==> config.mk <==
export PLATFORM = sky130hd
export DESIGN_NAME = dcc_packet_queue_transmitter
export DESIGN_NICKNAME = d
export VERILOG_FILES = /design/src/rtl/core/dcc_pq_pkg.sv /design/src/rtl/core/dcc_pq_out_buf.sv /design/src/rtl/core/dcc_packet_queue_transmitter.sv
export SDC_FILE = /design/constraint.sdc
export NUM_CORES = 2
export LEC_CHECK = 0
export ABC_AREA = 1
export CORE_ASPECT_RATIO = 0.6
export CORE_UTILIZATION = 40
export DETAILED_ROUTE_END_ITERATION = 12
export DONT_BUFFER_PORTS = 1
export SYNTH_ARGS = -nofsm -noshare
export SYNTH_HDL_FRONTEND = slang
export SYNTH_SLANG_ARGS = --single-unit
==> constraint.sdc <==
create_clock -name clk -period 4.5 [get_ports clk]
set_input_delay 0.45 -clock clk [delete_from_list [all_inputs] [get_ports clk]]
set_output_delay 0.45 -clock clk [all_outputs]
set_load 0.02 [all_outputs]
==> src/rtl/core/dcc_pq_pkg.sv <==
// Shared types, codes and constants of the DCC packet queue transmitter.
// No dependencies; used by dcc_pq_out_buf and dcc_packet_queue_transmitter.
package dcc_pq_pkg;

	localparam int DEF_SLOTS     = 5;
	localparam int DEF_MAX_BYTES = 32;
	localparam int CFG_IDX_W     = 3;
	localparam int CFG_DATA_W    = 8;

	localparam logic [5:0] RST_NORMAL_PREAMBLE = 6'd16;
	localparam logic [5:0] RST_LONG_PREAMBLE   = 6'd22;
	localparam logic [7:0] RST_ONE_HALF        = 8'd116;
	localparam logic [7:0] RST_ZERO_HALF       = 8'd200;

	localparam logic [1:0] OP_WRITE = 2'd0;
	localparam logic [1:0] OP_TICK  = 2'd1;
	localparam logic [1:0] OP_IDLE  = 2'd2;

	localparam logic [2:0] ST_NONE     = 3'd0;
	localparam logic [2:0] ST_STORED   = 3'd1;
	localparam logic [2:0] ST_QUEUED   = 3'd2;
	localparam logic [2:0] ST_FULL     = 3'd3;
	localparam logic [2:0] ST_TOO_LONG = 3'd4;
	localparam logic [2:0] ST_STOPPED  = 3'd5;

	localparam logic [CFG_IDX_W-1:0] REG_RUNNING   = 3'd0;
	localparam logic [CFG_IDX_W-1:0] REG_SERVICE   = 3'd1;
	localparam logic [CFG_IDX_W-1:0] REG_NORMAL_PRE = 3'd2;
	localparam logic [CFG_IDX_W-1:0] REG_LONG_PRE  = 3'd3;
	localparam logic [CFG_IDX_W-1:0] REG_ONE_HALF  = 3'd4;
	localparam logic [CFG_IDX_W-1:0] REG_ZERO_HALF = 3'd5;

	localparam int PKT_LEN = 3;
	localparam logic [7:0] IDLE_PKT [PKT_LEN]  = '{8'hFF, 8'h00, 8'hFF};
	localparam logic [7:0] RESET_PKT [PKT_LEN] = '{8'h00, 8'h00, 8'h00};

	typedef enum logic [1:0] {
		SRC_WRITTEN,
		SRC_IDLE,
		SRC_RESET
	} src_t;

	typedef struct packed {
		logic [2:0] status;
		logic [7:0] message_id;
		logic       line_bit;
		logic [7:0] half_period;
		logic       tx_started;
		logic       tx_completed;
		logic [7:0] event_message_id;
		logic       event_user;
		logic       event_long_preamble;
		logic       idle_timer_restart;
	} result_t;

	function automatic logic [7:0] pkt_byte(input src_t src, input logic [1:0] pos);
		logic [7:0] b;
		b = 8'h00;
		if (pos < 2'(PKT_LEN)) begin
			b = (src == SRC_IDLE) ? IDLE_PKT[pos] : RESET_PKT[pos];
		end
		return b;
	endfunction

endpackage

==> src/rtl/core/dcc_pq_out_buf.sv <==
// Two-entry result buffer (output register plus skid register).
// Depends on dcc_pq_pkg for result_t.
module dcc_pq_out_buf (
	input  logic               clk,
	input  logic               arst_n,
	input  logic               in_valid,
	output logic               in_ready,
	input  dcc_pq_pkg::result_t in_data,
	output logic               out_valid,
	input  logic               out_ready,
	output dcc_pq_pkg::result_t out_data
);
	import dcc_pq_pkg::*;

	logic    out_valid_q;
	logic    skid_valid_q;
	result_t out_data_q;
	result_t skid_data_q;
	logic    out_free;

	assign out_free  = !out_valid_q || out_ready;
	assign in_ready  = !skid_valid_q;
	assign out_valid = out_valid_q;
	assign out_data  = out_data_q;

	always_ff @(posedge clk or negedge arst_n) begin
		if (!arst_n) begin
			out_valid_q  <= 1'b0;
			skid_valid_q <= 1'b0;
		end else if (out_free) begin
			out_valid_q  <= skid_valid_q || in_valid;
			skid_valid_q <= skid_valid_q && in_valid;
		end else if (in_valid) begin
			skid_valid_q <= 1'b1;
		end
	end

	always_ff @(posedge clk) begin
		if (out_free) begin
			if (skid_valid_q) begin
				out_data_q <= skid_data_q;
				if (in_valid) begin
					skid_data_q <= in_data;
				end
			end else if (in_valid) begin
				out_data_q <= in_data;
			end
		end else if (in_valid) begin
			skid_data_q <= in_data;
		end
	end

endmodule

==> src/rtl/core/dcc_packet_queue_transmitter.sv <==
// DCC packet transmitter with a slot queue: slot store, line coder, config registers.
// Depends on dcc_pq_pkg and dcc_pq_out_buf.
//
// channel  handshake            payload
// input    s_tvalid/s_tready    s_tdata, s_tlast, s_tuser
// result   m_tvalid/m_tready    m_tdata, m_tuser
// config   cfg_valid/cfg_ready  cfg_index, cfg_data
//
// One item per cycle while s_tready is high; each item's result is registered in the output buffer.
// The byte store is read ahead into a registered read port at the next start-bit address.
// Reset clears control state only; the byte store needs no clearing pass.
// A stalled result moves to a skid register; input stalls only when both are full.
module dcc_packet_queue_transmitter #(
	parameter int SLOTS     = dcc_pq_pkg::DEF_SLOTS,
	parameter int MAX_BYTES = dcc_pq_pkg::DEF_MAX_BYTES
) (
	input  logic                              clk,
	input  logic                              arst_n,
	input  logic                              s_tvalid,
	output logic                              s_tready,
	input  logic [7:0]                        s_tdata,   // data_byte
	input  logic                              s_tlast,
	input  logic [2:0]                        s_tuser,   // operation[1:0], user_provided
	output logic                              m_tvalid,
	input  logic                              m_tready,
	// message_id, line_bit, half_period, tx_started, tx_completed,
	// event_message_id, event_user, event_long_preamble, idle_timer_restart, pad
	output logic [31:0]                       m_tdata,
	output logic [2:0]                        m_tuser,   // status
	input  logic                              cfg_valid,
	output logic                              cfg_ready,
	input  logic [dcc_pq_pkg::CFG_IDX_W-1:0]  cfg_index,
	input  logic [dcc_pq_pkg::CFG_DATA_W-1:0] cfg_data
);
	import dcc_pq_pkg::*;

	localparam int SW    = (SLOTS > 1) ? $clog2(SLOTS) : 1;
	localparam int LW    = $clog2(MAX_BYTES + 1);
	localparam int DEPTH = SLOTS * MAX_BYTES;
	localparam int AW    = $clog2(DEPTH);
	localparam int AW1   = AW + 1;

	typedef enum logic [2:0] {
		PH_IDLE,
		PH_PRE,
		PH_START,
		PH_DATA,
		PH_STOP
	} phase_t;

	logic       acc;
	logic       cfg_we;
	logic [1:0] op;
	logic       last;
	logic       user;
	result_t    res;
	result_t    res_out;

	logic       running_q, running_d;
	logic       service_q, service_d;
	logic [5:0] npre_q, npre_d;
	logic [5:0] lpre_q, lpre_d;
	logic [7:0] one_hp_q, one_hp_d;
	logic [7:0] zero_hp_q, zero_hp_d;

	logic [SLOTS-1:0] in_use_q, in_use_d;
	logic [SLOTS-1:0] long_q, long_d;
	logic [SLOTS-1:0] user_q, user_d;
	logic [7:0]       id_q [SLOTS];
	logic [LW-1:0]    len_q [SLOTS];
	src_t             src_q [SLOTS];

	phase_t        phase_q, phase_d;
	logic [SW-1:0] tx_slot_q, tx_slot_d;
	logic [5:0]    pre_q, pre_d;
	logic [LW-1:0] byte_pos_q, byte_pos_d;
	logic [3:0]    bits_q, bits_d;
	logic [7:0]    shift_q, shift_d;
	logic [7:0]    next_id_q, next_id_d;
	logic          fill_active_q, fill_active_d;
	logic [SW-1:0] fill_slot_q, fill_slot_d;
	logic [LW-1:0] fill_count_q, fill_count_d;
	logic          fill_discard_q, fill_discard_d;

	logic [7:0]    cur_id_q;
	logic          cur_user_q;
	logic          cur_long_q;
	logic [LW-1:0] cur_len_q;
	src_t          cur_src_q;
	logic          pick_en;

	logic          commit_en;
	logic [SW-1:0] commit_slot;
	logic [LW-1:0] commit_len;
	src_t          commit_src;

	logic [7:0]     mem [DEPTH];
	logic [7:0]     rd_q;
	logic           mem_we;
	logic [AW1-1:0] mem_waddr;
	logic [7:0]     mem_wdata;
	logic [AW1-1:0] rd_addr;
	logic           rd_en;

	logic          free_found;
	logic [SW-1:0] free_idx;
	logic          any_used;
	logic [SW-1:0] first_idx;

	logic [SW-1:0] slot;
	logic [LW-1:0] cnt;
	logic          bit_v;

	assign op        = s_tuser[1:0];
	assign user      = s_tuser[2];
	assign last      = s_tlast;
	assign acc       = s_tvalid && s_tready;
	assign cfg_ready = 1'b1;
	assign cfg_we    = cfg_valid && cfg_ready;

	always_comb begin
		free_found = 1'b0;
		free_idx   = '0;
		any_used   = 1'b0;
		first_idx  = '0;
		for (int i = SLOTS - 1; i >= 0; i--) begin
			if (!in_use_q[i] &&
			    !(fill_active_q && !fill_discard_q && fill_slot_q == SW'(i))) begin
				free_found = 1'b1;
				free_idx   = SW'(i);
			end
			if (in_use_q[i]) begin
				any_used  = 1'b1;
				first_idx = SW'(i);
			end
		end
	end

	always_comb begin
		running_d      = running_q;
		service_d      = service_q;
		npre_d         = npre_q;
		lpre_d         = lpre_q;
		one_hp_d       = one_hp_q;
		zero_hp_d      = zero_hp_q;
		in_use_d       = in_use_q;
		long_d         = long_q;
		user_d         = user_q;
		phase_d        = phase_q;
		tx_slot_d      = tx_slot_q;
		pre_d          = pre_q;
		byte_pos_d     = byte_pos_q;
		bits_d         = bits_q;
		shift_d        = shift_q;
		next_id_d      = next_id_q;
		fill_active_d  = fill_active_q;
		fill_slot_d    = fill_slot_q;
		fill_count_d   = fill_count_q;
		fill_discard_d = fill_discard_q;
		pick_en        = 1'b0;
		commit_en      = 1'b0;
		commit_slot    = free_idx;
		commit_len     = LW'(PKT_LEN);
		commit_src     = SRC_WRITTEN;
		mem_we         = 1'b0;
		mem_waddr      = '0;
		mem_wdata      = s_tdata;
		slot           = fill_active_q ? fill_slot_q : free_idx;
		cnt            = fill_active_q ? fill_count_q : '0;
		bit_v          = 1'b1;
		res            = '0;

		if (acc) begin
			case (op)
				OP_WRITE: begin
					if (!running_q) begin
						res.status     = ST_STOPPED;
						fill_active_d  = !last;
						fill_discard_d = !last;
						fill_count_d   = '0;
					end else if (fill_active_q && fill_discard_q) begin
						if (last) begin
							fill_active_d  = 1'b0;
							fill_discard_d = 1'b0;
						end
					end else if (!fill_active_q && !free_found) begin
						res.status     = ST_FULL;
						fill_active_d  = !last;
						fill_discard_d = !last;
						fill_count_d   = '0;
					end else begin
						fill_slot_d = slot;
						if (cnt >= LW'(MAX_BYTES)) begin
							res.status     = ST_TOO_LONG;
							fill_active_d  = !last;
							fill_discard_d = !last;
							fill_count_d   = '0;
						end else begin
							mem_we    = 1'b1;
							mem_waddr = AW1'(slot) * AW1'(MAX_BYTES) + AW1'(cnt);
							if (last) begin
								commit_en      = 1'b1;
								commit_slot    = slot;
								commit_len     = cnt + 1'b1;
								commit_src     = SRC_WRITTEN;
								in_use_d[slot] = 1'b1;
								long_d[slot]   = service_q;
								user_d[slot]   = user;
								res.status     = ST_QUEUED;
								res.message_id = next_id_q;
								next_id_d      = next_id_q + 8'd1;
								fill_active_d  = 1'b0;
								fill_discard_d = 1'b0;
								fill_count_d   = '0;
							end else begin
								res.status     = ST_STORED;
								fill_active_d  = 1'b1;
								fill_discard_d = 1'b0;
								fill_count_d   = cnt + 1'b1;
							end
						end
					end
				end
				OP_IDLE: begin
					if (!running_q) begin
						res.status = ST_STOPPED;
					end else if (!free_found) begin
						res.status = ST_FULL;
					end else begin
						commit_en          = 1'b1;
						commit_slot        = free_idx;
						commit_len         = LW'(PKT_LEN);
						commit_src         = service_q ? SRC_RESET : SRC_IDLE;
						in_use_d[free_idx] = 1'b1;
						long_d[free_idx]   = 1'b0;
						user_d[free_idx]   = 1'b0;
						res.status         = ST_QUEUED;
						res.message_id     = next_id_q;
						next_id_d          = next_id_q + 8'd1;
					end
				end
				OP_TICK: begin
					if (running_q) begin
						unique case (phase_q)
							PH_IDLE: begin
								if (any_used) begin
									pick_en                 = 1'b1;
									tx_slot_d               = first_idx;
									res.tx_started          = 1'b1;
									res.event_message_id    = id_q[first_idx];
									res.event_user          = user_q[first_idx];
									res.event_long_preamble = long_q[first_idx];
									res.idle_timer_restart  = ($countones(in_use_q) <= 1);
									pre_d   = long_q[first_idx] ? lpre_q : npre_q;
									phase_d = PH_PRE;
								end
							end
							PH_PRE: begin
								if (pre_q <= 6'd1) begin
									pre_d      = '0;
									byte_pos_d = '0;
									phase_d    = PH_START;
								end else begin
									pre_d = pre_q - 6'd1;
								end
							end
							PH_START: begin
								bit_v  = 1'b0;
								bits_d = 4'd8;
								if (byte_pos_q < LW'(MAX_BYTES)) begin
									shift_d = (cur_src_q == SRC_WRITTEN) ? rd_q :
									          pkt_byte(cur_src_q, byte_pos_q[1:0]);
								end else begin
									shift_d = 8'h00;
								end
								byte_pos_d = byte_pos_q + 1'b1;
								phase_d    = PH_DATA;
							end
							PH_DATA: begin
								if (bits_q <= 4'd1) begin
									phase_d = (byte_pos_q >= cur_len_q) ? PH_STOP : PH_START;
								end
								bit_v   = shift_q[7];
								shift_d = {shift_q[6:0], 1'b0};
								bits_d  = (bits_q != 4'd0) ? bits_q - 4'd1 : 4'd0;
							end
							PH_STOP: begin
								res.tx_completed        = 1'b1;
								res.event_message_id    = cur_id_q;
								res.event_user          = cur_user_q;
								res.event_long_preamble = cur_long_q;
								in_use_d[tx_slot_q]     = 1'b0;
								phase_d                 = PH_IDLE;
							end
							default: begin
								phase_d = PH_IDLE;
							end
						endcase
						res.line_bit    = bit_v;
						res.half_period = bit_v ? one_hp_q : zero_hp_q;
					end
				end
				default: begin
				end
			endcase
		end

		if (cfg_we) begin
			unique case (cfg_index)
				REG_RUNNING: begin
					if (!running_q && cfg_data[0]) begin
						phase_d    = PH_IDLE;
						tx_slot_d  = '0;
						pre_d      = '0;
						byte_pos_d = '0;
						bits_d     = '0;
						shift_d    = '0;
					end
					running_d = cfg_data[0];
				end
				REG_SERVICE:    service_d = cfg_data[0];
				REG_NORMAL_PRE: npre_d    = cfg_data[5:0];
				REG_LONG_PRE:   lpre_d    = cfg_data[5:0];
				REG_ONE_HALF:   one_hp_d  = cfg_data[7:0];
				REG_ZERO_HALF:  zero_hp_d = cfg_data[7:0];
				default: begin
				end
			endcase
		end
	end

	assign rd_addr = AW1'(tx_slot_d) * AW1'(MAX_BYTES) + AW1'(byte_pos_d);
	assign rd_en   = (byte_pos_d < LW'(MAX_BYTES));

	always_ff @(posedge clk) begin
		if (mem_we) begin
			mem[mem_waddr[AW-1:0]] <= mem_wdata;
		end
		if (rd_en) begin
			rd_q <= mem[rd_addr[AW-1:0]];
		end
	end

	always_ff @(posedge clk or negedge arst_n) begin
		if (!arst_n) begin
			running_q      <= 1'b0;
			service_q      <= 1'b0;
			npre_q         <= RST_NORMAL_PREAMBLE;
			lpre_q         <= RST_LONG_PREAMBLE;
			one_hp_q       <= RST_ONE_HALF;
			zero_hp_q      <= RST_ZERO_HALF;
			in_use_q       <= '0;
			long_q         <= '0;
			user_q         <= '0;
			phase_q        <= PH_IDLE;
			tx_slot_q      <= '0;
			pre_q          <= '0;
			byte_pos_q     <= '0;
			bits_q         <= '0;
			shift_q        <= '0;
			next_id_q      <= '0;
			fill_active_q  <= 1'b0;
			fill_slot_q    <= '0;
			fill_count_q   <= '0;
			fill_discard_q <= 1'b0;
		end else begin
			running_q      <= running_d;
			service_q      <= service_d;
			npre_q         <= npre_d;
			lpre_q         <= lpre_d;
			one_hp_q       <= one_hp_d;
			zero_hp_q      <= zero_hp_d;
			in_use_q       <= in_use_d;
			long_q         <= long_d;
			user_q         <= user_d;
			phase_q        <= phase_d;
			tx_slot_q      <= tx_slot_d;
			pre_q          <= pre_d;
			byte_pos_q     <= byte_pos_d;
			bits_q         <= bits_d;
			shift_q        <= shift_d;
			next_id_q      <= next_id_d;
			fill_active_q  <= fill_active_d;
			fill_slot_q    <= fill_slot_d;
			fill_count_q   <= fill_count_d;
			fill_discard_q <= fill_discard_d;
		end
	end

	always_ff @(posedge clk) begin
		if (commit_en) begin
			id_q[commit_slot]  <= next_id_q;
			len_q[commit_slot] <= commit_len;
			src_q[commit_slot] <= commit_src;
		end
		if (pick_en) begin
			cur_id_q   <= id_q[first_idx];
			cur_user_q <= user_q[first_idx];
			cur_long_q <= long_q[first_idx];
			cur_len_q  <= len_q[first_idx];
			cur_src_q  <= src_q[first_idx];
		end
	end

	dcc_pq_out_buf u_out_buf (
		.clk       (clk),
		.arst_n    (arst_n),
		.in_valid  (acc),
		.in_ready  (s_tready),
		.in_data   (res),
		.out_valid (m_tvalid),
		.out_ready (m_tready),
		.out_data  (res_out)
	);

	assign m_tuser = res_out.status;
	assign m_tdata = {2'b00, res_out.idle_timer_restart, res_out.event_long_preamble,
	                  res_out.event_user, res_out.event_message_id, res_out.tx_completed,
	                  res_out.tx_started, res_out.half_period, res_out.line_bit,
	                  res_out.message_id};

	a_tx_slot_in_use: assert property (@(posedge clk) disable iff (!arst_n)
		(phase_q != PH_IDLE) |-> in_use_q[tx_slot_q])
		else $error("line coder active on a free slot");

	a_fill_slot_free: assert property (@(posedge clk) disable iff (!arst_n)
		(fill_active_q && !fill_discard_q) |-> !in_use_q[fill_slot_q])
		else $error("slot being filled is already committed");

	a_stop_frees_slot: assert property (@(posedge clk) disable iff (!arst_n)
		(acc && op == OP_TICK && running_q && phase_q == PH_STOP)
		|=> (!in_use_q[tx_slot_q] && phase_q == PH_IDLE))
		else $error("stop bit did not free the slot");

	a_stall_has_result: assert property (@(posedge clk) disable iff (!arst_n)
		!s_tready |-> m_tvalid)
		else $error("input stalled with no result pending");

endmodule
-- Word-level counts from Yosys, hierarchy flattened
Memories as Yosys holds them, arrays and structs flattened. A register that Yosys moved wholly into a read port is not among the register bits.
Index checks and enable logic that the tools add are counted.
- mux-type cells: 226
- add/subtract/negate cells: 11
- bitwise logic cells: 10
- multiply operators: 0
- shift operators: 0
- div/mod/pow operators: 0
- eq/ne operators: 28
- reductions and logical operators: 60
- $lt $le $gt $ge: 16
- operators by type and width (operator ; number):
    2-to-1 mux 8 bit ; 34
    2-to-1 mux 6 bit ; 29
    2-to-1 mux 33 bit ; 5
    2-to-1 mux 3 bit ; 40
    2-to-1 mux 5 bit ; 23
    2-to-1 mux 1 bit ; 56
    2-to-1 mux 22 bit ; 2
    binary-select mux 8 bit (select 2 bit) ; 2
    one-hot mux 8 bit (2 select lines) ; 2
    2-to-1 mux 4 bit ; 7
    one-hot mux 6 bit (2 select lines) ; 2
    2-to-1 mux 11 bit ; 2
    one-hot mux 11 bit (2 select lines) ; 1
    inequality test 2 bit, second input constant ; 10
    one-hot mux 10 bit (2 select lines) ; 1
    one-hot mux 5 bit (2 select lines) ; 2
    logical AND 1 bit ; 19
    equality test 3 x 2 -> 1 bit, second input constant ; 6
    zero test 1 bit ; 17
    adder 8 x 6 -> 8 bit ; 2
    < comparator 3 x 4 -> 1 bit, second input constant ; 4
    bitwise AND 5 bit ; 3
    one-hot mux 5 bit (3 select lines) ; 1
    AND reduction 2 bit ; 7
    42 further kinds ; 74
- word-level logic and storage cells: 400
- bits in latches: 0
- output and inout port bits: 38
- bits in writable memories: 1360
- bits in read-only memories: 0
- flip-flop bits (word level): 172
- memories kept: 4
- memory list (memory ; words ; width ; rd ports ; clocked after Yosys merged registers in ; write ports ; line ; text):
    mem ; 160 ; 8 ; 1 ; 1 ; 1 ; dcc_packet_queue_transmitter.sv:97 ; logic [7:0] mem [DEPTH];
    id_q ; 5 ; 8 ; 1 ; 0 ; 1 ; dcc_packet_queue_transmitter.sv:69 ; logic [7:0] id_q [SLOTS];
    len_q ; 5 ; 6 ; 1 ; 1 ; 1 ; dcc_packet_queue_transmitter.sv:70 ; logic [LW-1:0] len_q [SLOTS];
    src_q ; 5 ; 2 ; 1 ; 1 ; 1 ; dcc_packet_queue_transmitter.sv:71 ; src_t src_q [SLOTS];

-- Longest topological paths before layout
- depth after elaboration: 22
- depth in mapped cells: 22

-- Hierarchy
A second synthesis with hierarchy kept.
- cells, all modules: 6052
- area, all modules: 66417.4 um^2
- by module, submodules not included (module ; instances ; cells an instance ; area each (um^2)):
    dcc_packet_queue_transmitter ; 1 ; 5866 ; 63890.0
    dcc_pq_out_buf ; 1 ; 186 ; 2527.4

-- Least setup slack after synthesis
OpenSTA, ideal clock, no wires.
- path type: register to register
- start: register fill_slot_q[1]
- end: memory id_q[4][0], enable pin
- data required time: 4.070 ns
- buffers on the path: 0
- setup time: 0.430 ns
- path slack: 0.709 ns
- data arrival time: 3.361 ns
- stages on the path, launching flop included: 13
- cells stage by stage: dfrtp_1 -> or2_2 -> o31ai_2 -> nand2_1 -> nor2_1 -> nand2_2 -> nand2_1 -> nor2_1 -> inv_1 -> nand2_1 -> o21ai_0 -> inv_1 -> nor4_1
- cells in the longest elaborated chain, start to end: 18
- elaborated cells on any way between the ends: 49
- those cells by class: 4 x eq/ne; 27 x mux; 18 x reduce/logical
- ends and longest elaborated chain (what ; line ; text):
    from (decl) ; dcc_packet_queue_transmitter.sv:81 ; logic [SW-1:0] fill_slot_q, fill_slot_d;
    from (signal assigned) ; dcc_packet_queue_transmitter.sv:384 ; fill_slot_q <= fill_slot_d;
    equality test 3 bit ; dcc_packet_queue_transmitter.sv:128 ; !(fill_active_q && !fill_discard_q && fill_slot_q == SW'(i))) begin
    logical AND 1 bit ; dcc_packet_queue_transmitter.sv:128 ;
    zero test 1 bit ; dcc_packet_queue_transmitter.sv:128 ;
    logical AND 1 bit ; dcc_packet_queue_transmitter.sv:127 ; if (!in_use_q[i] &&
    2-to-1 mux 1 bit (5 in a row) ; dcc_packet_queue_transmitter.sv:127 ;
    zero test 1 bit ; -- ;
    logical AND 1 bit ; dcc_packet_queue_transmitter.sv:186 ; end else if (!fill_active_q && !free_found) begin
    2-to-1 mux 1 bit ; dcc_packet_queue_transmitter.sv:186 ;
    2-to-1 mux 1 bit ; dcc_packet_queue_transmitter.sv:181 ; end else if (fill_active_q && fill_discard_q) begin
    2-to-1 mux 1 bit ; dcc_packet_queue_transmitter.sv:176 ; if (!running_q) begin
    one-hot mux 1 bit (2 select lines) ; dcc_packet_queue_transmitter.sv:174 ; case (op)
    2-to-1 mux 1 bit ; dcc_packet_queue_transmitter.sv:173 ; if (acc) begin
    2-to-1 mux 1 bit ; dcc_packet_queue_transmitter.sv:391 ; if (commit_en) begin
    2-to-1 mux 1 bit (not written as such) ; dcc_packet_queue_transmitter.sv:392 ; id_q[commit_slot] <= next_id_q;
    to (decl) ; dcc_packet_queue_transmitter.sv:69 ;
Several ways; a longest one is shown, not always the timed one.

-- Worst setup path in the final report
- start: register phase_q[2]
- end: register rd_q[4] (read register of mem), data pin
- cells in the longest elaborated chain, start to end: 9
- elaborated cells on any way between the ends: 19
- those cells by class: 1 x add/sub; 1 x order compare; 2 x eq/ne; 14 x mux; 1 x reduce/logical
- ends and longest elaborated chain (what ; line ; text):
    from (decl) ; dcc_packet_queue_transmitter.sv:73 ; phase_t phase_q, phase_d;
    from (signal assigned) ; dcc_packet_queue_transmitter.sv:376 ; phase_q <= phase_d;
    equality test 3 x 2 -> 1 bit, or another cell as far along ; dcc_packet_queue_transmitter.sv:244 ; unique case (phase_q)
    one-hot mux 6 bit (2 select lines) / 2-to-1 mux 3 bit (equally long branches) ; dcc_packet_queue_transmitter.sv:244 ;
    2-to-1 mux 6 bit / 2-to-1 mux 3 bit (equally long branches) ; dcc_packet_queue_transmitter.sv:243 ; if (running_q) begin
    2-to-1 mux 6 bit / 2-to-1 mux 3 bit (equally long branches) ; dcc_packet_queue_transmitter.sv:174 ;
    2-to-1 mux 6 bit / 2-to-1 mux 3 bit (equally long branches) ; dcc_packet_queue_transmitter.sv:173 ;
    2-to-1 mux 6 bit / 2-to-1 mux 3 bit (equally long branches) ; dcc_packet_queue_transmitter.sv:311 ; if (!running_q && cfg_data[0]) begin
    2-to-1 mux 6 bit / 2-to-1 mux 3 bit (equally long branches) ; dcc_packet_queue_transmitter.sv:309 ; unique case (cfg_index)
    2-to-1 mux 6 bit / 2-to-1 mux 3 bit (equally long branches) ; dcc_packet_queue_transmitter.sv:308 ; if (cfg_we) begin
    adder 8 x 6 -> 8 bit / < comparator 6 bit (equally long branches) ; dcc_packet_queue_transmitter.sv:332, dcc_packet_queue_transmitter.sv:333 ;
    to (decl) ; dcc_packet_queue_transmitter.sv:98 ; logic [7:0] rd_q;
Several ways; a longest one is shown, not always the timed one.
A chain may end at the register's enable or synchronous reset.

==> results.toml <==
[global_route]
grt_pass1_wl_um = 282000
grt_max_degree = 177
grt_pass1_vias = 42900
antenna_found_initial = 14
grt.total_usage = 0.225
grt_overflow = 0

[clocking]
cts.sinks = 1548
clk_latency_ns = 0.81
clk_path_buf_depth = 4
cts_max_level = 4
path_clk_slew_ns = 0.07
cts_root_buf = "clkbuf_16"
cts_resized = 0
cts_setup_buffers = 0
cts_tree = "built"
cts_buffers = 149

[die]
die_h_um = 318
die-area_um2 = 168000
initial_core_util = 0.404
coreArea_um2 = 164000
io_pins = 66
rows = 115
die_w_um = 528

[sta]
worst_pin_slew_ns = 1.39
final-hold-violation-count = 0
period_minus_slack_ns = 4.31
rsz0062_at_grt = "false"
slew_headroom = 0.0754
skew_ns = 0.0399
fmaxAchievable_mhz = 232
setup_viol = 0
finalMaxSlewViolations = 0
period_share = 0.958
final.setup.tns_ns = 0

[power_and_ir_drop]
p_leak_nw = 28.1
max-vdd-ir-drop_mv = 0.460
powerDensity_nw_per_um2 = 527

[yosys]
synth_seq_cells = 1548
synth_top_area_cell = "edfxtp_1"
synthesis.area_um2 = 66500
synth-compound-area-share = 0.0473
synth-async-reset-ratio = 0.0620
ys_seq_area_frac = 0.692
yosysWarningCount = 0
syn_avg_cell_area_um2 = 11.0
ys.flop_type = "edfxtp_1"
synth-simple-area-share = 0.202
synth_area_leaders = "edfxtp_1, nand2_1, nand3_1"
synthDistinctLibCells = 61
synth_edf_count = 1452
synthAdderAreaFrac = 0.00388
synth_xor_area_frac = 0.00156
yosys.area.top_type_share = 0.656
synth_mux_area_frac = 0
synthCells = 6030
synth_top_family_by_area = "simple AND/OR/NAND/NOR gates"

[routing]
wl_per_cell_um = 22.6
route.detailed.drc = 0
vias = 45400
finalWirelength_um = 191000
drt_iter0_drc = 6237
first_pass_iters = 7
drtAntennaViolNets = 0
vias_per_cell = 5.39

[finish]
ff_latch_area_um2 = 46000
multi_input_area_um2 = 17000
nNetsFinal = 6153
fillCellCount = 15000
stdcell_count = 8431
synthToLayoutAreaGrowth_pct = 12.7
fin_area_um2 = 74900
final_layout_size_suffix_gt1_frac = 0.0865

[worst_setup_path]
worst_setup_path_end_kind = "flip-flop"
cp.required_ns = 5.03
crit_path_max_fanout = 140
criticalPathCategory = "reg2reg"
arrival_ns = 4.84
start_kind = "flip-flop"

[place]
dp_hpwl_um = 112000
portBuffers = 0
placed_area_um2 = 69700
dpl.cell_count = 8145
gp_congestion = 0.938

[run]
maxCapViolations = 0

[outcome]
outcome = "completed"

[min_path]
min_path_type = "in2reg"
## placed cells by master (no fill, tap or decap), types with 29 or more instances in the layout
cell type / instances
nand3_1: 838
edfxtp_1: 1452
o21ai_0: 200
nor2_1: 420
buf_4: 216
inv_1: 476
clkinv_2: 29
dfrtp_1: 85
nand3b_1: 129
a21oi_1: 40
nand2_1: 1608
clkbuf_16: 153
clkinv_1: 31
o211ai_1: 161
## worst max-delay path, cell delays in order (launching register included)
cell	delay, ns
dfrtp_1	0.42
inv_2	0.12
nand3_1	0.24
inv_1	0.24
nand2_2	0.11
a21oi_4	0.26
nand2_8	0.24
inv_8	0.31
buf_12	0.45
nand2_1	0.10
nand3_1	0.16
nand3_1	0.29
nand3_1	0.16
nand3_1	0.12
nand3_1	0.27
nand3_1	0.11
nand3_1	0.10
nand2_1	0.06
## stage by stage
stage | hold WS, ns | util | power [mW] | setup slack [ns]
6_report | 0.0470 | 0.455 | 39.4 | 0.189
3_3_place_gp | 0.158 | 0.424 | 26.7 | 0.375
2_1_floorplan | 0.154 | - | 23.4 | 0.709
3_5_place_dp | 0.157 | 0.424 | 26.7 | 0.392
4_1_cts | 0.00843 | 0.455 | 39.4 | 0.390
5_1_grt | 0.0248 | 0.455 | 41.1 | 0.0116
## flip-flops by register name (all words and copies together) (netlist names), 10 cells and up
signal,count
id_q,40
len_q,30
mem,1280
src_q,10
u_out_buf.out_data,33
u_out_buf.skid_data_q,33
## Yosys cell counts, drive strengths merged (2+ instances only)
cell type	count
o22ai	28
o21bai	2
o41ai	2
a21boi	2
inv	492
nand2	1620
clkbuf	102
o21ai	222
nor3	12
nand3b	129
conb	2
buf	242
ha	19
edfxtp	1452
o21a	5
o32ai	4
a21oi	41
or2	51
a31oi	27
dfrtp	85
clkinv	5
dfstp	11
o211ai	161
nor4	3
a22oi	4
nand4	9
o31ai	6
xor2	8
xnor2	3
nand3	841
nor2	429
## timing repair
action	in CTS	in global routing
hold endpoints to repair	1369	0
hold buffers	32	0
endpoints found under the setup margin	0	0
## final timing paths
check / depth (start not counted) / start / to / slack, ns
worst max-delay path: 17 / phase_q[2]$_DFF_PN0_ / rd_q[4]$_DFFE_PN_ / 0.19
worst min-delay path: 2 / s_tuser[1] / u_out_buf.skid_data_q[31]$_DFFE_PP_ / 0.05
worst max register to register: 17 / phase_q[2]$_DFF_PN0_ / rd_q[4]$_DFFE_PN_ / 0.19
worst min register to register: 2 / npre_q[1]$_DFFE_PN0P_ / npre_q[1]$_DFFE_PN0P_ / 0.48
max in group asynchronous: 2 / arst_n / pre_q[4]$_DFF_PN0_ / 3.79
min in group asynchronous: 2 / arst_n / next_id_q[6]$_DFFE_PN0P_ / 0.19
## power breakdown
part | switching [mW] | internal, mW
registers | 0.372 | 16.2
clock network | 5.43 | 7.00
logic | 7.58 | 2.85
total | 13.4 | 26.1
## area by class of cell
class                      count  area share
antenna                        2   0.0000668
inverter                     497      0.0252
sequential                  1548       0.615
tap                         2223      0.0371
multi-input combinational   3642       0.228
clock inverter                72     0.00864
clock buffer                 180      0.0534
timing repair buffer         267      0.0334
## kinds of logic (layout without fill, tap and decap cells)
kind of cell             Yosys count  after routing
AND/OR/NAND/NOR                 3098           3098
flip-flops                      1548           1548
buffers and inverters            841           1016
AO/OA/AOI/OAI                    510            510
adder cells (fa/ha/maj)           20             20
XOR/XNOR                          11             11
other                              2              5
## per-layer routing
| layer | part of all wire | up-vias | global-route usage |
|---|---|---|---|
| met5 | 0.00030 | - | 0 |
| met4 | 0.023 | 10 | 0.0505 |
| met3 | 0.13 | 297 | 0.0761 |
| met2 | 0.39 | 2178 | 0.294 |
| met1 | 0.46 | 22100 | 0.351 |
| li1 | - | 20900 | - |
Note: power is estimated with default switching activity, not from simulation.
